==> config.mk <==
export PLATFORM = sky130hd
export DESIGN_NAME = srab_ctrl
export DESIGN_NICKNAME = d
export VERILOG_FILES = /design/src/rtl/srab_pkg.sv /design/src/rtl/srab_ctrl.sv
export SDC_FILE = /design/constraint.sdc
export NUM_CORES = 1
export LEC_CHECK = 0
export BUFFER_PORTS_ARGS = -buffer_cell sky130_fd_sc_hd__buf_2
export CAP_MARGIN = 30
export CORE_AREA = 2 2 39 41
export DETAILED_ROUTE_END_ITERATION = 7
export DIE_AREA = 0 0 41 43
export SYNTH_ARGS = -nofsm -noshare
export SYNTH_HDL_FRONTEND = slang
export SYNTH_SLANG_ARGS = --single-unit
==> constraint.sdc <==
create_clock -name i_clk -period 2.4 [get_ports i_clk]
set_clock_uncertainty 0.15 [all_clocks]
set_input_delay 0.12 -clock i_clk [delete_from_list [all_inputs] [get_ports i_clk]]
set_output_delay 0.12 -clock i_clk [all_outputs]
set_load 0.1 [all_outputs]
==> src/rtl/srab_pkg.sv <==
// Shared types and constants for the sized RAM access block.
// Used by the controller, the datapath and the top level; depends on nothing.
`timescale 1ns / 1ps
`default_nettype none

package srab_pkg;

    localparam int MEM_BYTES_DEF = 65536;
    localparam int ADDR_W        = 16;
    localparam int DATA_W        = 64;
    localparam int MEM_SIZE_W    = 17;

    typedef logic [1:0] t_kind;
    localparam t_kind KIND_READ  = 2'd0;
    localparam t_kind KIND_WRITE = 2'd1;
    localparam t_kind KIND_CAS   = 2'd2;
    localparam t_kind KIND_NOP   = 2'd3;

    typedef logic [1:0] t_size;
    localparam t_size SIZE_1 = 2'd0;
    localparam t_size SIZE_2 = 2'd1;
    localparam t_size SIZE_4 = 2'd2;
    localparam t_size SIZE_8 = 2'd3;

    typedef enum logic [2:0] {
        S_IDLE,
        S_REDUCE,
        S_READ,
        S_RDRAIN,
        S_WRITE,
        S_CAS_RD,
        S_CAS_WR,
        S_FINISH
    } t_state;

    typedef struct packed {
        logic load;
        logic reduce;
        logic rd_step;
        logic wr_step;
        logic cas_read;
        logic cas_write;
        logic finish;
    } t_cmd;

    typedef struct packed {
        logic  in_nop;
        logic  in_oob;
        logic  in_reduce;
        t_kind in_kind;
        t_kind reg_kind;
        logic  red_last;
        logic  last_byte;
    } t_stat;

endpackage

`default_nettype wire

==> src/rtl/srab_ctrl.sv <==
// Controller for the sized RAM access block: sequences one request at a time.
// Depends on srab_pkg for the state, command and status types.
`timescale 1ns / 1ps
`default_nettype none

module srab_ctrl
    import srab_pkg::*;
(
    input  wire logic  i_clk,
    input  wire logic  i_rst_n,
    input  wire logic  i_start,
    input  wire t_stat i_stat,
    output t_cmd       o_cmd,
    output logic       o_busy
);

    t_state r_state;
    t_state n_state;

    always_ff @(posedge i_clk) begin
        if (!i_rst_n) begin
            r_state <= S_IDLE;
        end else begin
            r_state <= n_state;
        end
    end

    function automatic t_state kind_state(input t_kind kind);
        t_state s;
        unique case (kind)
            KIND_READ:  s = S_READ;
            KIND_WRITE: s = S_WRITE;
            KIND_CAS:   s = S_CAS_RD;
            default:    s = S_FINISH;
        endcase
        return s;
    endfunction

    always_comb begin
        n_state = r_state;
        unique case (r_state)
            S_IDLE: begin
                if (i_start) begin
                    priority if (i_stat.in_nop || i_stat.in_oob) begin
                        n_state = S_FINISH;
                    end else if (i_stat.in_reduce) begin
                        n_state = S_REDUCE;
                    end else begin
                        n_state = kind_state(i_stat.in_kind);
                    end
                end
            end
            S_REDUCE: begin
                if (i_stat.red_last) begin
                    n_state = kind_state(i_stat.reg_kind);
                end
            end
            S_READ: begin
                if (i_stat.last_byte) begin
                    n_state = S_RDRAIN;
                end
            end
            S_RDRAIN: n_state = S_IDLE;
            S_WRITE: begin
                if (i_stat.last_byte) begin
                    n_state = S_FINISH;
                end
            end
            S_CAS_RD: n_state = S_CAS_WR;
            S_CAS_WR: n_state = S_FINISH;
            S_FINISH: n_state = S_IDLE;
            default:  n_state = S_IDLE;
        endcase
    end

    always_comb begin
        o_cmd  = '0;
        o_busy = (r_state != S_IDLE);
        unique case (r_state)
            S_IDLE:   o_cmd.load      = i_start;
            S_REDUCE: o_cmd.reduce    = 1'b1;
            S_READ:   o_cmd.rd_step   = 1'b1;
            S_RDRAIN: o_cmd.finish    = 1'b1;
            S_WRITE:  o_cmd.wr_step   = 1'b1;
            S_CAS_RD: o_cmd.cas_read  = 1'b1;
            S_CAS_WR: o_cmd.cas_write = 1'b1;
            S_FINISH: o_cmd.finish    = 1'b1;
            default:  o_cmd           = '0;
        endcase
    end

endmodule

`default_nettype wire

# --- After elaboration in Yosys (flattened, before gate mapping) ---
# Index checks and enable logic that the tools add are counted.
# W data, S select, Z words.
word_totals:
  regBits: 3
  input_bits: 12
  out_inout_bits: 8
classes:
  n_eq_ne: 15
  n_mux: 16
  reduce_logical: 7
op_table:
  columns: ["operator", "n"]
  rows:
  - ["$pmux W3 S7", 1]
  - ["$mux W3", 6]
  - ["$pmux W3 S3", 2]
  - ["$eq A3 B3 Y1 const B", 4]
  - ["$ne A2 B2 Y1 const B", 4]
  - ["$mux W1", 7]
  - ["$eq A3 B2 Y1 const B", 2]
  - ["$eq A2 B1 Y1 const B", 2]
  - ["$eq A2 B2 Y1 const B", 2]
  - ["$logic_not A2 Y1", 2]
  - ["$reduce_and A4 Y1", 1]
  - ["$eq A3 B1 Y1 const B", 1]
  - ["$logic_not A3 Y1", 1]
  - ["$reduce_bool A3 Y1", 1]
  - ["$reduce_or A2 Y1", 1]
  - ["$logic_or A1 B1 Y1", 1]

# --- Depth between registers and ports, before layout ---
logic_depth:
  word_depth: 6
  mapped_depth: 6
  ltp_nobuf: 6

# --- Worst setup path before layout ---
# OpenSTA, ideal clock, no wires.
synth_path:
  kind: "flip-flop to output port"
  start: "register r_state[1]"
  end: "output port o_cmd[1] in the netlist's numbering"
  arrival_time_ns: 2.702
  t_required_ns: 2.130
  slack_ns: -0.572
  path_stages_with_launch: 4
  path_buffers: 1
  cell_sequence: "dfxtp_1 > buf_6 > inv_1 > nor3b_1"
synth_rtl:
  columns: ["item", "line_no", "text"]
  rows:
  - ["start: declaration", "srab_ctrl.sv:17", "t_state r_state;"]
  - ["start signal: assignment", "srab_ctrl.sv:24", "r_state <= n_state;"]
  - ["end: declaration", "srab_ctrl.sv:13", "output t_cmd o_cmd,"]

==> results.md <==
Status:
- The flow ran to the end, and the final reports show no timing, DRC or antenna violations.

Logic synthesis:
- In this run, synthesis produced a sequential element count of 3.
- The area share of the largest cell type after synthesis is 17.9%.
- The synthesized area per cell is 8.38 um^2.
- For this run, the number of Yosys warnings is 0.
- The number of distinct library cells after synthesis is 24.
- The primary flip-flop cell chosen by synthesis mapping is dfxtp_1.
- The synthesized design contains 0 enable-type register cells.
- The xor-xnor portion of the synthesized cell area is 0%.
- The fraction of registers with async set or reset after synthesis is 0%.
- The cell area after synthesis is 419 um^2.
- Yosys attributes the largest share of cell area to ha_1, dfxtp_1, a221oi_2, nor4b_2, inv_1.
- The largest family of logic cells by synthesized area is simple AND/OR/NAND/NOR gates.
- The most repeated cell in the gate-level netlist after synthesis is inv_1.
- The synthesized instance count is 50.
- The largest total area in the synthesized netlist belongs to ha_1.
- The portion of synthesized area spent on multiplexers is 2.39%.
- Ranked by instance count, the synthesized netlist is headed by inv_1, ha_1, nor2_1.
- The net count of the mapped netlist is 68.
- The basic-gate share of the synthesized area counting and, or, nand and nor cells is 30.7%.
- The synthesized netlist devotes 22.7% of its cell area to compound gates.
- The share of the yosys chip area belonging to registers is 14.3%.
- The synthesized netlist devotes 17.9% of its cell area to adder and majority cells.

Finish:
- The register with the most flip-flops in the layout has 3 of them.
- The layout overhead on the synthesized area is 34.0%.
- The multi-input combinational cells in the finished layout cover a total of 324 um^2.
- The largest registers in the layout are r_state: 3 flops.
- The net count of the finished layout is 90.
- The post-route netlist has 45.1% of its cells at a drive strength greater than 1.
- The count of filler cells inserted in the layout is 150.
- The antenna diode count is 0.
- The final instance area is 562 um^2.
- The register cell area after layout is 60.1 um^2.
- The top register by number of flip-flops is r_state.

Placed design:
- The congestion estimate from routability-driven global placement came to 0.644.
- The half-perimeter wire length of the detailed placement result is 670 um.
- The count of port buffers added during placement is 19.
- After detailed placement, the total cell area comes to 526 um^2.

Route:
- The number of design rule violations left after detail routing is 0.
- The detail route stage leaves a number of antenna-violating nets equal to 0.
- The routed layout has 393 vias.
- The first detailed-routing pass ran for 3 iterations.
- In the final routed layout, each cell accounts on average for 9.45 um.
- The initial DRC count is 1.
- After detailed routing, the total wire length is 822 um.
- The average via count per standard cell is 4.52.

STA:
- The number of setup violations in the final report is 0.
- The number of max-slew violations in the final report came to 0.
- Setup repair after global routing left no endpoint under its margin.
- The aggregate negative setup slack is 0 ps.
- The clock period could shrink to 1870 ps.
- The worst pin sits at a relative slew slack of 67.8%.
- After layout, the worst path uses 78.0% of the clock period.
- The worst-margin pin slew is 487 ps.
- The total count of hold-check failures in the final report was 0.
- The maximum operating frequency is 534 MHz.

GRT:
- The global-route wire length before repair is 1.40 mm.
- The total overflow reported by the global router is 0.
- The via count of the first global-routing pass came to 362.
- The number of antenna violations at the first check in global routing was 0.
- The largest net degree at the start of global routing is 14.
- The all-layer global routing usage is 12.2%.

Floorplanning:
- The die boundary width is 41 um.
- The starting utilization of the core area is 30.3%.
- Measured along the y axis, the die boundary spans 43 um.
- After floorplanning, the core was sized to cover 0.00138 mm^2.
- The floorplan has 14 rows.
- For this design the top-level I/O count stands at 20.
- The die covers 0.00176 mm^2.

Clock tree:
- The insertion delay of the later-clocked pin in the worst-skew pair is 240 ps.
- The clock transition at the registers of the reported paths is 30 ps.
- The number of buffers added by the clock tree synthesis step is 3.
- The CTS tree is built.
- Counting along the longest clock path gives a buffer depth of 2.
- The cell at the root of the clock tree is clkbuf_4.
- The number of clock sinks is 3.
- The number of gates resized after CTS is 0.
- In this run the number of H-tree levels came out at 1.
- The number of setup buffers added after CTS is 0.

Critical path:
- The largest single stage delay on the critical path is 440 ps.
- Walking the worst path, the cells encountered are nor3_2, and2_1, buf_2.
- The startpoint identified for the worst register-to-register timing path is r_state[0].
- Data on the critical path arrives at its endpoint at 1600 ps.
- The kind of cell adding the most delay to the critical path is simple AND/OR/NAND/NOR gates.
- The critical path start-end classification is register to output port.
- The kind of start point of the critical path is a register.
- The critical path starts at r_state[0].
- Of all nets on the critical path, the largest fanout is 13.
- The required time of the worst setup path is 2130 ps.
- The worst setup path is captured at an output port.
- Counting both buffers and inverters, the worst setup path holds a total of 1.
- The standard cell with the maximum stage delay on the critical path is dfxtp_1.

Flow run:
- The number of max-capacitance violations reported is 0.

Worst hold path:
- The worst hold path startpoint is i_stat[1].
- The type of the worst min-delay path is input pin to register.
## layout make-up
class	count	area share, %
Multi-Input combinational cell	37	57.7
Timing Repair Buffer	20	18.7
Sequential cell	3	10.7
Clock buffer	4	4.68
Inverter	7	4.68
Tap cell	16	3.56
## routing by layer
metal	track usage [%]	share of wire, %	up-vias
li1	-	-	213
met1	13.1	46	162
met2	17.5	43	16
met3	3.66	7.7	2
met4	12.0	2.6	0
met5	0	0	-
## logic make-up after synthesis
logic type	Yosys count
buffers and inverters	10
AO/OA/AOI/OAI	11
multiplexers	1
adder cells (fa/ha/maj)	6
flip-flops	3
AND/OR/NAND/NOR	19
## cells in the final DEF, fill, tap and decap left out, types with 3 or more instances in the layout
cell type,count
o21ai_0,3
and2_1,3
ha_1,6
clkbuf_4,3
dfxtp_1,3
buf_2,19
inv_1,7
nor2_1,5
## timing repair
item | 4_1_cts | 5_1_grt
hold buffers | 1 | 0
endpoints found under the hold margin | 3 | 0
endpoints found under the setup margin | 0 | 0
## final timing paths
kind | cells past startpoint | end | slack, ps
worst max-delay path | 3 | o_cmd[6] | 530
worst min-delay path | 3 | r_state[0] | 90
worst max register to register | 4 | r_state[1] | 780
worst min register to register | 2 | r_state[1] | 560
## metrics by stage
stage          util (%)  instances  hold WS [ps]  setup WS [ps]
6_report           40.6         87          85.6            527
3_5_place_dp       38.0         82           211            753
5_1_grt            40.6         87          94.1            360
2_1_floorplan         -         50          87.5            379
3_3_place_gp       38.0         82           209            785
4_1_cts            40.6         87          84.0            497
## worst reg2reg max path: stages, from the launching register on
cell and delay [ps]:
dfxtp_1 600, nor4b_2 350, a211o_4 170, nor2_1 50, a221oi_2 210
Power is not shown: default switching activity piles up to over one toggle a cycle in this logic, so the estimate is an artifact.
